### config.mk
export PLATFORM = sky130hd
export DESIGN_NAME = disk_head_scan_scheduler_unit
export DESIGN_NICKNAME = d
export VERILOG_FILES = /design/src/rtl/core/dhs_pkg.sv /design/src/rtl/core/disk_head_scan_scheduler_unit.sv /design/src/rtl/core/dhs_cell.sv
export VERILOG_INCLUDE_DIRS = /design/src /design/src/rtl/core
export SDC_FILE = /design/constraint.sdc
export NUM_CORES = 2
export LEC_CHECK = 0
export ABC_CLOCK_PERIOD_IN_PS = 13200
export BUFFER_PORTS_ARGS = -buffer_cell sky130_fd_sc_hd__buf_2
export CAP_MARGIN = 10
export CORE_MARGIN = 2
export CORE_UTILIZATION = 66
export CTS_CLUSTER_DIAMETER = 200
export DETAILED_ROUTE_END_ITERATION = 10
export PLACE_DENSITY = 0.89
export SYNTH_ARGS = -nofsm -noshare
export SYNTH_HDL_FRONTEND = slang
export SYNTH_HIERARCHICAL = 1
export SYNTH_SLANG_ARGS = --single-unit
### constraint.sdc
create_clock -name i_clk -period 13.2 [get_ports i_clk]
set_clock_uncertainty 0.2 [all_clocks]
set_input_delay 2.64 -clock i_clk [delete_from_list [all_inputs] [get_ports i_clk]]
set_output_delay 2.64 -clock i_clk [all_outputs]
set_load 0.01 [all_outputs]
### src/rtl/core/disk_head_scan_scheduler_unit_assert.svh
// ----------------------------------------------------------------------------
// Assertion macros for the disk head scan scheduler
// Immediate-implication and next-cycle-implication checks on one clock.
// ----------------------------------------------------------------------------
`ifndef DISK_HEAD_SCAN_SCHEDULER_UNIT_ASSERT_SVH
`define DISK_HEAD_SCAN_SCHEDULER_UNIT_ASSERT_SVH

// Consequent must hold in the same cycle as the antecedent.
`define DHS_ASSERT_NOW(lbl, clk, rst_n, ante, cons) \
    lbl: assert property (@(posedge clk) disable iff (!rst_n) (ante) |-> (cons)) \
        else $error("dhs assertion failed");

// Consequent must hold in the cycle after the antecedent.
`define DHS_ASSERT_NEXT(lbl, clk, rst_n, ante, cons) \
    lbl: assert property (@(posedge clk) disable iff (!rst_n) (ante) |=> (cons)) \
        else $error("dhs assertion failed");

`endif

### src/rtl/core/dhs_pkg.sv
// ----------------------------------------------------------------------------
// dhs_pkg
// Shared types and constants of the disk head scan scheduler.
// ----------------------------------------------------------------------------
package dhs_pkg;

    localparam int MAX_REQUESTS_DEF = 32;
    localparam int CYL_BITS_DEF     = 16;
    localparam int REQ_W            = 16;
    localparam int MOVE_W           = 17;
    localparam int SIZE_W           = 17;
    localparam int CFG_ADDR_W       = 2;
    localparam int CFG_DATA_W       = 17;
    localparam int OUT_TDATA_W      = 40;

    localparam logic [CFG_ADDR_W-1:0] REG_DISK_SIZE  = 2'd0;
    localparam logic [CFG_ADDR_W-1:0] REG_HEAD_START = 2'd1;
    localparam logic [CFG_ADDR_W-1:0] REG_POLICY     = 2'd2;

    localparam logic [SIZE_W-1:0] DISK_SIZE_RST = 17'd200;

    typedef enum logic [1:0] {
        POL_SCAN  = 2'd0,
        POL_CSCAN = 2'd1,
        POL_LOOK  = 2'd2,
        POL_CLOOK = 2'd3
    } t_policy;

    typedef enum logic [1:0] {
        ST_LOAD,
        ST_ROTATE,
        ST_CALC,
        ST_EMIT
    } t_state;

    // Per-cycle command broadcast to every cell of the chain.
    typedef struct packed {
        logic ins;   // sorted insert of the incoming request
        logic rot;   // rotate toward cell 0, wrap into the boundary cell
        logic shl;   // plain shift toward cell 0
    } t_cell_ctl;

endpackage

### src/rtl/core/disk_head_scan_scheduler_unit.sv
// ----------------------------------------------------------------------------
// disk_head_scan_scheduler_unit
// Disk head scheduler (SCAN, C-SCAN, LOOK, C-LOOK) over a sorted cell chain.
// ----------------------------------------------------------------------------
// Requests stream in one per cycle while loading and are insertion-sorted
// into a chain of MAX_REQUESTS cells; the request flagged tlast closes the
// batch. The chain then rotates once per request below the head, so that
// the upper group sits at cell 0 and the lower group sits behind it in the
// policy's order; the CALC state works out the head travel; then one result
// leaves per cycle from cell 0 through the output register while the output
// is not stalled, the last one with tlast and the total movement. No request
// is taken until the last result is registered. Requests past MAX_REQUESTS
// are dropped and flagged on every result of that batch.
// ----------------------------------------------------------------------------
`include "disk_head_scan_scheduler_unit_assert.svh"

module disk_head_scan_scheduler_unit #(
    parameter int MAX_REQUESTS = dhs_pkg::MAX_REQUESTS_DEF,
    parameter int CYL_BITS     = dhs_pkg::CYL_BITS_DEF
) (
    input  logic                               i_clk,
    input  logic                               i_rst_n,
    // configuration write channel
    input  logic                               i_cfg_valid,
    output logic                               o_cfg_ready,
    input  logic [dhs_pkg::CFG_ADDR_W-1:0]     i_cfg_addr,
    input  logic [dhs_pkg::CFG_DATA_W-1:0]     i_cfg_data,
    // request stream
    input  logic                               i_s_tvalid,
    output logic                               o_s_tready,
    input  logic [dhs_pkg::REQ_W-1:0]          i_s_tdata,  // [15:0] request_cylinder
    input  logic                               i_s_tlast,  // final_request
    // result stream
    output logic                               o_m_tvalid,
    input  logic                               i_m_tready,
    // [15:0] served_cylinder, [32:16] total_movement, [33] dropped, [39:34] zero
    output logic [dhs_pkg::OUT_TDATA_W-1:0]    o_m_tdata,
    output logic                               o_m_tlast   // run_end
);

    localparam int CNT_W = $clog2(MAX_REQUESTS + 1);
    localparam int IDX_W = (MAX_REQUESTS > 1) ? $clog2(MAX_REQUESTS) : 1;
    localparam int MW    = dhs_pkg::MOVE_W;
    localparam logic [dhs_pkg::SIZE_W-1:0] SIZE_CAP = dhs_pkg::SIZE_W'(2 ** CYL_BITS);

    function automatic logic [CYL_BITS-1:0] f_clamp(input logic [CYL_BITS-1:0] v,
                                                    input logic [CYL_BITS-1:0] t);
        return (v > t) ? t : v;
    endfunction

    // configuration
    logic [dhs_pkg::SIZE_W-1:0] r_disk_size;
    logic [dhs_pkg::REQ_W-1:0]  r_head_start;
    dhs_pkg::t_policy           r_policy;

    // control
    dhs_pkg::t_state   r_state, n_state;
    dhs_pkg::t_cell_ctl w_ctl;
    logic [CNT_W-1:0]  r_count;
    logic [CNT_W-1:0]  r_idx;
    logic [IDX_W-1:0]  r_bnd;
    logic              r_ovf;

    // datapath
    logic [CYL_BITS-1:0] r_max, r_min, r_vlb;
    logic [MW-1:0]       r_move;
    logic                r_out_valid;
    logic [dhs_pkg::REQ_W-1:0] r_out_cyl;
    logic [MW-1:0]       r_out_move;
    logic                r_out_drop;
    logic                r_out_last;

    logic [CYL_BITS-1:0] w_val [MAX_REQUESTS];
    logic                w_gt  [MAX_REQUESTS];

    logic [dhs_pkg::SIZE_W-1:0] w_top_full;
    logic [CYL_BITS-1:0] w_top, w_head, w_req, w_c0, w_vmax, w_vmin;
    logic [MW-1:0]       w_move, w_pos;
    logic w_in_acc, w_full, w_rot_go, w_out_free, w_last, w_lows_nz, w_ups;
    logic w_mirror;

    assign o_cfg_ready = 1'b1;

    // clamp the disk size into 1..2^CYL_BITS and take the top cylinder
    always_comb begin
        if (r_disk_size == '0) begin
            w_top_full = '0;
        end else if (r_disk_size > SIZE_CAP) begin
            w_top_full = SIZE_CAP - dhs_pkg::SIZE_W'(1);
        end else begin
            w_top_full = r_disk_size - dhs_pkg::SIZE_W'(1);
        end
    end

    assign w_top    = w_top_full[CYL_BITS-1:0];
    assign w_head   = f_clamp(r_head_start[CYL_BITS-1:0], w_top);
    assign w_req    = i_s_tdata[CYL_BITS-1:0];
    assign w_c0     = f_clamp(w_val[0], w_top);
    assign w_vmax   = f_clamp(r_max, w_top);
    assign w_vmin   = f_clamp(r_min, w_top);
    assign w_full   = r_count == CNT_W'(MAX_REQUESTS);
    assign w_in_acc = i_s_tvalid && o_s_tready;
    assign w_rot_go = (r_idx != r_count) && (w_c0 < w_head);
    assign w_out_free = !r_out_valid || i_m_tready;
    assign w_last   = (r_idx + CNT_W'(1)) == r_count;
    assign w_lows_nz = r_idx != '0;
    assign w_ups    = r_idx != r_count;
    // SCAN and LOOK serve the lower group descending: reverse it while rotating
    assign w_mirror = (r_policy == dhs_pkg::POL_SCAN) || (r_policy == dhs_pkg::POL_LOOK);

    // chain of cells
    for (genvar g = 0; g < MAX_REQUESTS; g++) begin : g_cell
        logic [CYL_BITS-1:0] w_lv, w_rv;
        logic                w_lg;

        if (g == 0) begin : g_first
            assign w_lv = '0;
            assign w_lg = 1'b0;
        end else begin : g_inner
            assign w_lv = w_val[g-1];
            assign w_lg = w_gt[g-1];
        end

        if (g == MAX_REQUESTS - 1) begin : g_tail
            assign w_rv = '0;
        end else begin : g_body
            assign w_rv = w_val[g+1];
        end

        dhs_cell #(
            .DATA_W (CYL_BITS),
            .CNT_W  (CNT_W),
            .IDX_W  (IDX_W),
            .IDX    (g)
        ) u_cell (
            .i_clk       (i_clk),
            .i_ctl       (w_ctl),
            .i_req       (w_req),
            .i_count     (r_count),
            .i_bnd       (r_bnd),
            .i_left_val  (w_lv),
            .i_left_gt   (w_lg),
            .i_right_val (w_rv),
            .i_head_val  (w_val[0]),
            .o_val       (w_val[g]),
            .o_gt        (w_gt[g])
        );
    end

    // head travel, from min, max and the highest request below the head
    always_comb begin
        w_pos = w_ups ? MW'(w_vmax) : MW'(w_head);
        unique case (r_policy)
            dhs_pkg::POL_SCAN: begin
                w_move = w_lows_nz ? (MW'(w_top) - MW'(w_head)) + (MW'(w_top) - MW'(w_vmin))
                                   : MW'(w_vmax) - MW'(w_head);
            end
            dhs_pkg::POL_CSCAN: begin
                w_move = w_lows_nz ? (MW'(w_top) - MW'(w_head)) + MW'(r_vlb)
                                   : MW'(w_vmax) - MW'(w_head);
            end
            dhs_pkg::POL_LOOK: begin
                w_move = (w_pos - MW'(w_head)) + (w_lows_nz ? w_pos - MW'(w_vmin) : '0);
            end
            dhs_pkg::POL_CLOOK: begin
                w_move = (w_ups ? MW'(w_vmax) - MW'(w_head) : '0) +
                         (w_lows_nz ? MW'(r_vlb) - MW'(w_vmin) : '0);
            end
            default: begin
                w_move = '0;
            end
        endcase
    end

    // next state
    always_comb begin
        n_state = r_state;
        unique case (r_state)
            dhs_pkg::ST_LOAD: begin
                if (w_in_acc && i_s_tlast) begin
                    n_state = dhs_pkg::ST_ROTATE;
                end
            end
            dhs_pkg::ST_ROTATE: begin
                if (!w_rot_go) begin
                    n_state = dhs_pkg::ST_CALC;
                end
            end
            dhs_pkg::ST_CALC: begin
                n_state = dhs_pkg::ST_EMIT;
            end
            dhs_pkg::ST_EMIT: begin
                if (w_out_free && w_last) begin
                    n_state = dhs_pkg::ST_LOAD;
                end
            end
            default: begin
                n_state = dhs_pkg::ST_LOAD;
            end
        endcase
    end

    // state outputs
    always_comb begin
        o_s_tready = r_state == dhs_pkg::ST_LOAD;
        w_ctl.ins  = w_in_acc && !w_full;
        w_ctl.rot  = (r_state == dhs_pkg::ST_ROTATE) && w_rot_go;
        w_ctl.shl  = (r_state == dhs_pkg::ST_EMIT) && w_out_free;
    end

    always_ff @(posedge i_clk) begin
        if (!i_rst_n) begin
            r_state <= dhs_pkg::ST_LOAD;
        end else begin
            r_state <= n_state;
        end
    end

    always_ff @(posedge i_clk) begin
        if (!i_rst_n) begin
            r_disk_size  <= dhs_pkg::DISK_SIZE_RST;
            r_head_start <= '0;
            r_policy     <= dhs_pkg::POL_SCAN;
            r_count      <= '0;
            r_idx        <= '0;
            r_bnd        <= '0;
            r_ovf        <= 1'b0;
            r_out_valid  <= 1'b0;
        end else begin
            if (i_cfg_valid && o_cfg_ready) begin
                unique case (i_cfg_addr)
                    dhs_pkg::REG_DISK_SIZE:  r_disk_size  <= i_cfg_data;
                    dhs_pkg::REG_HEAD_START: r_head_start <= i_cfg_data[dhs_pkg::REQ_W-1:0];
                    dhs_pkg::REG_POLICY:     r_policy     <= dhs_pkg::t_policy'(i_cfg_data[1:0]);
                    default: begin
                    end
                endcase
            end

            if (w_ctl.ins) begin
                r_count <= r_count + CNT_W'(1);
            end
            if (w_in_acc && w_full) begin
                r_ovf <= 1'b1;
            end
            // batch closed: rotation wraps into the last filled cell
            if (w_in_acc && i_s_tlast) begin
                r_idx <= '0;
                r_bnd <= w_ctl.ins ? IDX_W'(r_count) : IDX_W'(r_count - CNT_W'(1));
            end

            if (w_ctl.rot) begin
                r_idx <= r_idx + CNT_W'(1);
                if (w_mirror) begin
                    r_bnd <= r_bnd - IDX_W'(1);
                end
            end

            if (r_state == dhs_pkg::ST_CALC) begin
                r_idx <= '0;
            end

            if (w_ctl.shl) begin
                r_out_valid <= 1'b1;
                r_idx       <= r_idx + CNT_W'(1);
                if (w_last) begin
                    r_count <= '0;
                    r_ovf   <= 1'b0;
                end
            end else if (i_m_tready) begin
                r_out_valid <= 1'b0;
            end
        end
    end

    // payload registers
    always_ff @(posedge i_clk) begin
        if (w_ctl.ins) begin
            if (r_count == '0) begin
                r_max <= w_req;
                r_min <= w_req;
            end else begin
                if (w_req > r_max) begin
                    r_max <= w_req;
                end
                if (w_req < r_min) begin
                    r_min <= w_req;
                end
            end
        end
        if (w_ctl.rot) begin
            r_vlb <= w_c0;
        end
        if (r_state == dhs_pkg::ST_CALC) begin
            r_move <= w_move;
        end
        if (w_ctl.shl) begin
            r_out_cyl  <= dhs_pkg::REQ_W'(w_c0);
            r_out_move <= w_last ? r_move : '0;
            r_out_drop <= r_ovf;
            r_out_last <= w_last;
        end
    end

    assign o_m_tvalid = r_out_valid;
    assign o_m_tlast  = r_out_last;
    assign o_m_tdata  = dhs_pkg::OUT_TDATA_W'({r_out_drop, r_out_move, r_out_cyl});

    `DHS_ASSERT_NEXT(a_final_starts_rotate, i_clk, i_rst_n, w_in_acc && i_s_tlast, r_state == dhs_pkg::ST_ROTATE)
    `DHS_ASSERT_NOW(a_rotate_in_range, i_clk, i_rst_n, r_state == dhs_pkg::ST_ROTATE, r_idx <= r_count)
    `DHS_ASSERT_NOW(a_emit_in_range, i_clk, i_rst_n, r_state == dhs_pkg::ST_EMIT, r_idx < r_count)
    `DHS_ASSERT_NOW(a_count_bound, i_clk, i_rst_n, 1'b1, r_count <= CNT_W'(MAX_REQUESTS))

endmodule

### src/rtl/core/dhs_cell.sv
// ----------------------------------------------------------------------------
// dhs_cell
// One slot of the sorted request chain: insert, rotate and shift.
// ----------------------------------------------------------------------------
module dhs_cell #(
    parameter int DATA_W = dhs_pkg::CYL_BITS_DEF,
    parameter int CNT_W  = 6,
    parameter int IDX_W  = 5,
    parameter int IDX    = 0
) (
    input  logic                i_clk,
    input  dhs_pkg::t_cell_ctl  i_ctl,
    input  logic [DATA_W-1:0]   i_req,
    input  logic [CNT_W-1:0]    i_count,
    input  logic [IDX_W-1:0]    i_bnd,
    input  logic [DATA_W-1:0]   i_left_val,
    input  logic                i_left_gt,
    input  logic [DATA_W-1:0]   i_right_val,
    input  logic [DATA_W-1:0]   i_head_val,
    output logic [DATA_W-1:0]   o_val,
    output logic                o_gt
);

    logic [DATA_W-1:0] r_val;
    logic              w_filled;

    assign w_filled = i_count > CNT_W'(IDX);
    // An empty slot counts as above any request, so the gt pattern stays 0..01..1.
    assign o_gt  = !w_filled || (r_val > i_req);
    assign o_val = r_val;

    always_ff @(posedge i_clk) begin
        priority if (i_ctl.ins) begin
            if (o_gt) begin
                r_val <= i_left_gt ? i_left_val : i_req;
            end
        end else if (i_ctl.rot) begin
            if (IDX_W'(IDX) < i_bnd) begin
                r_val <= i_right_val;
            end else if (IDX_W'(IDX) == i_bnd) begin
                r_val <= i_head_val;
            end
        end else if (i_ctl.shl) begin
            r_val <= i_right_val;
        end
    end

endmodule

==> impl_metrics.py <==
metrics = {
    "route": {
        "drc": 0,
        "vias": 55758,
        "wl_um": 200000,
        "drt_iter0_markers": 6916,
        "vias_per_cell": 6.80,
        "ant_nets": 0,
        "first_pass_iters": 7,
        "wl_per_cell_um": 24.3,
    },
    "critical_path": {
        "cp_max_fo": 22,
        "start_kind": "flip-flop",
        "cp-end-kind": "flip-flop",
        "worstPathRequired_ns": 13.41,
        "crit_top_cell": "a21oi_1",
        "arrival_ns": 10.35,
        "slowest_delay_ns": 0.66,
        "crit_slowest_cell": "mux2i_1",
        "crit_type": "reg2reg",
    },
    "floorplan": {
        "io_pins": 85,
        "die_area_mm2": 0.102,
        "die_w_um": 319,
        "coreArea_mm2": 0.0984,
        "start_util_pct": 66.5,
        "core.rowCount": 115,
        "die_y_um": 319,
    },
    "clocking": {
        "clkTransAtPathRegs_ns": 0.06,
        "clockBufferDepth": 3,
        "ctsHoldBuffers": 0,
        "clock-sinks": 668,
        "cts_resized": 0,
        "cts_setup_buffers": 0,
        "cts_tree": "built",
        "h-tree-depth": 3,
        "cts_buffers": 81,
        "insertion_delay_ns": 0.68,
        "root_buffer": "clkbuf_16",
    },
    "global_routing": {
        "first_global_vias": 54826,
        "antenna_found_initial": 5,
        "grt_usage_pct": 38.0,
        "grt_start_max_net_pins": 252,
        "grt_pass1_wl_um": 306000,
        "grt_overflow_total": 0,
    },
    "power_and_ir_drop": {
        "ir_drop_uv": 181,
        "power_density_mw_per_mm2": 261,
        "cellLeakagePower_nw": 33.0,
    },
    "place": {
        "routabilityCongestion": 1.00,
        "place_hpwl_um": 138000,
        "io_buffers": 77,
    },
    "timing": {
        "finalCritPeriodShare_pct": 76.9,
        "final-setup-viol-count": 0,
        "fmaxAchievable_mhz": 98.5,
        "period_minus_slack_ns": 10.15,
        "worst_slew_pin_slew_ns": 1.27,
        "slew_viol_final": 0,
        "hold_viol_final": 0,
        "tns_ns": 0,
        "rsz0062_at_grt": "no",
        "slew_headroom_pct": 15.1,
    },
    "cells_and_area": {
        "syn_to_final_growth_pct": 5.20,
        "finalNetCount": 7694,
        "regArea_mm2": 0.0195,
        "multiInputGateArea_mm2": 0.0416,
        "fin_util_pct": 70.0,
        "drive_gt1_share_pct": 12.1,
        "n_fill_cell": 7085,
    },
    "synthesis": {
        "yosysWarningCount": 6,
        "syn_area_per_cell_um2": 9.52,
        "netlist_area_mm2": 0.0655,
        "syn_inst": 6877,
    },
    "outcome": {
        "status": "finished clean",
    },
    "flow_run": {
        "drv_cap": 0,
    },
    "min_path": {
        "hold_path_class": "reg2reg",
    },
}
[path summary, 6_finish.rpt]
check,from,end,slack (ns),cells past startpoint
max,r_disk_size[2],r_move[16],3.05,42
min,r_head_start[0],r_head_start[0],0.27,2
max reg2reg,r_disk_size[2],r_move[16],3.05,42
min reg2reg,r_head_start[0],r_head_start[0],0.27,2
[cell usage in the layout (no fill, tap or decap), types with 84 or more instances in the layout]
cell type / instances
edfxtp_1: 612
mux2_2: 168
ha_1: 763
a21oi_1: 853
nor2_1: 467
nand3_1: 85
nor2b_1: 190
inv_1: 694
nand2_1: 306
mux2i_1: 594
nand4_1: 131
mux2_4: 170
o21ai_0: 170
a211oi_1: 199
a21o_1: 101
buf_4: 84
[flip-flops by register name, indices dropped and copies added, names as in the netlist, 6 cells and up]
register / cells
r_vlb: 16
g_cell.u_cell/o_val: 512
r_idx: 6
r_head_start: 16
r_min: 16
r_max: 16
r_move: 17
r_out_cyl: 16
r_out_move: 17
r_count: 6
r_disk_size: 17
[stage by stage]
stage,setup WS (ns),hold WS [ns],total power [mW],std cells,instance area (µm²)
3_5_place_dp,3.21,0.268,15.3,8056,66400
6_report,3.05,0.269,17.9,8205,68900
5_1_grt,2.37,0.304,19.0,8203,68900
4_1_cts,3.14,0.276,17.6,8201,68900
3_3_place_gp,3.19,0.246,14.8,8056,66400
2_1_floorplan,3.60,0.209,12.4,6918,65600
[power breakdown]
| group | internal (mW) | switching, mW |
|---|---|---|
| Sequential | 3.94 | 1.01 |
| Clock | 1.25 | 0.956 |
| Combinational | 4.36 | 6.43 |
| Total | 9.55 | 8.40 |
[per-layer routing]
layer  part of all wire [%]  vias to the layer above  GRT usage [%]
li1                       -                    25112              -
met1                     39                    26358           49.5
met2                     44                     3474           59.5
met3                     11                      808           7.94
met4                    5.9                        6           20.3
met5                  0.021                        -              0
[area by class of cell]
class,count,share of cell area [%]
inverter,703,3.84
multi-input combinational,5242,60.3
timing repair buffer,156,1.48
tap,1287,2.34
sequential,668,28.3
antenna,4,0.0145
clock buffer,98,3.12
clock inverter,47,0.543
[critical path, delay by kind of cell (launching register included)]
| family | cells | cell delay, ns |
|---|---|---|
| and+or+nand+nor | 9 | 1.81 |
| AOI/OAI and AO/OA | 22 | 4.26 |
| adders and majority gates | 4 | 1.34 |
| DFF | 1 | 0.35 |
| xor gates and xnor gates | 3 | 0.49 |
| muxes | 1 | 0.66 |
| buffers and inverters | 3 | 0.73 |
No activity file was read; power rests on OpenSTA's default activity.
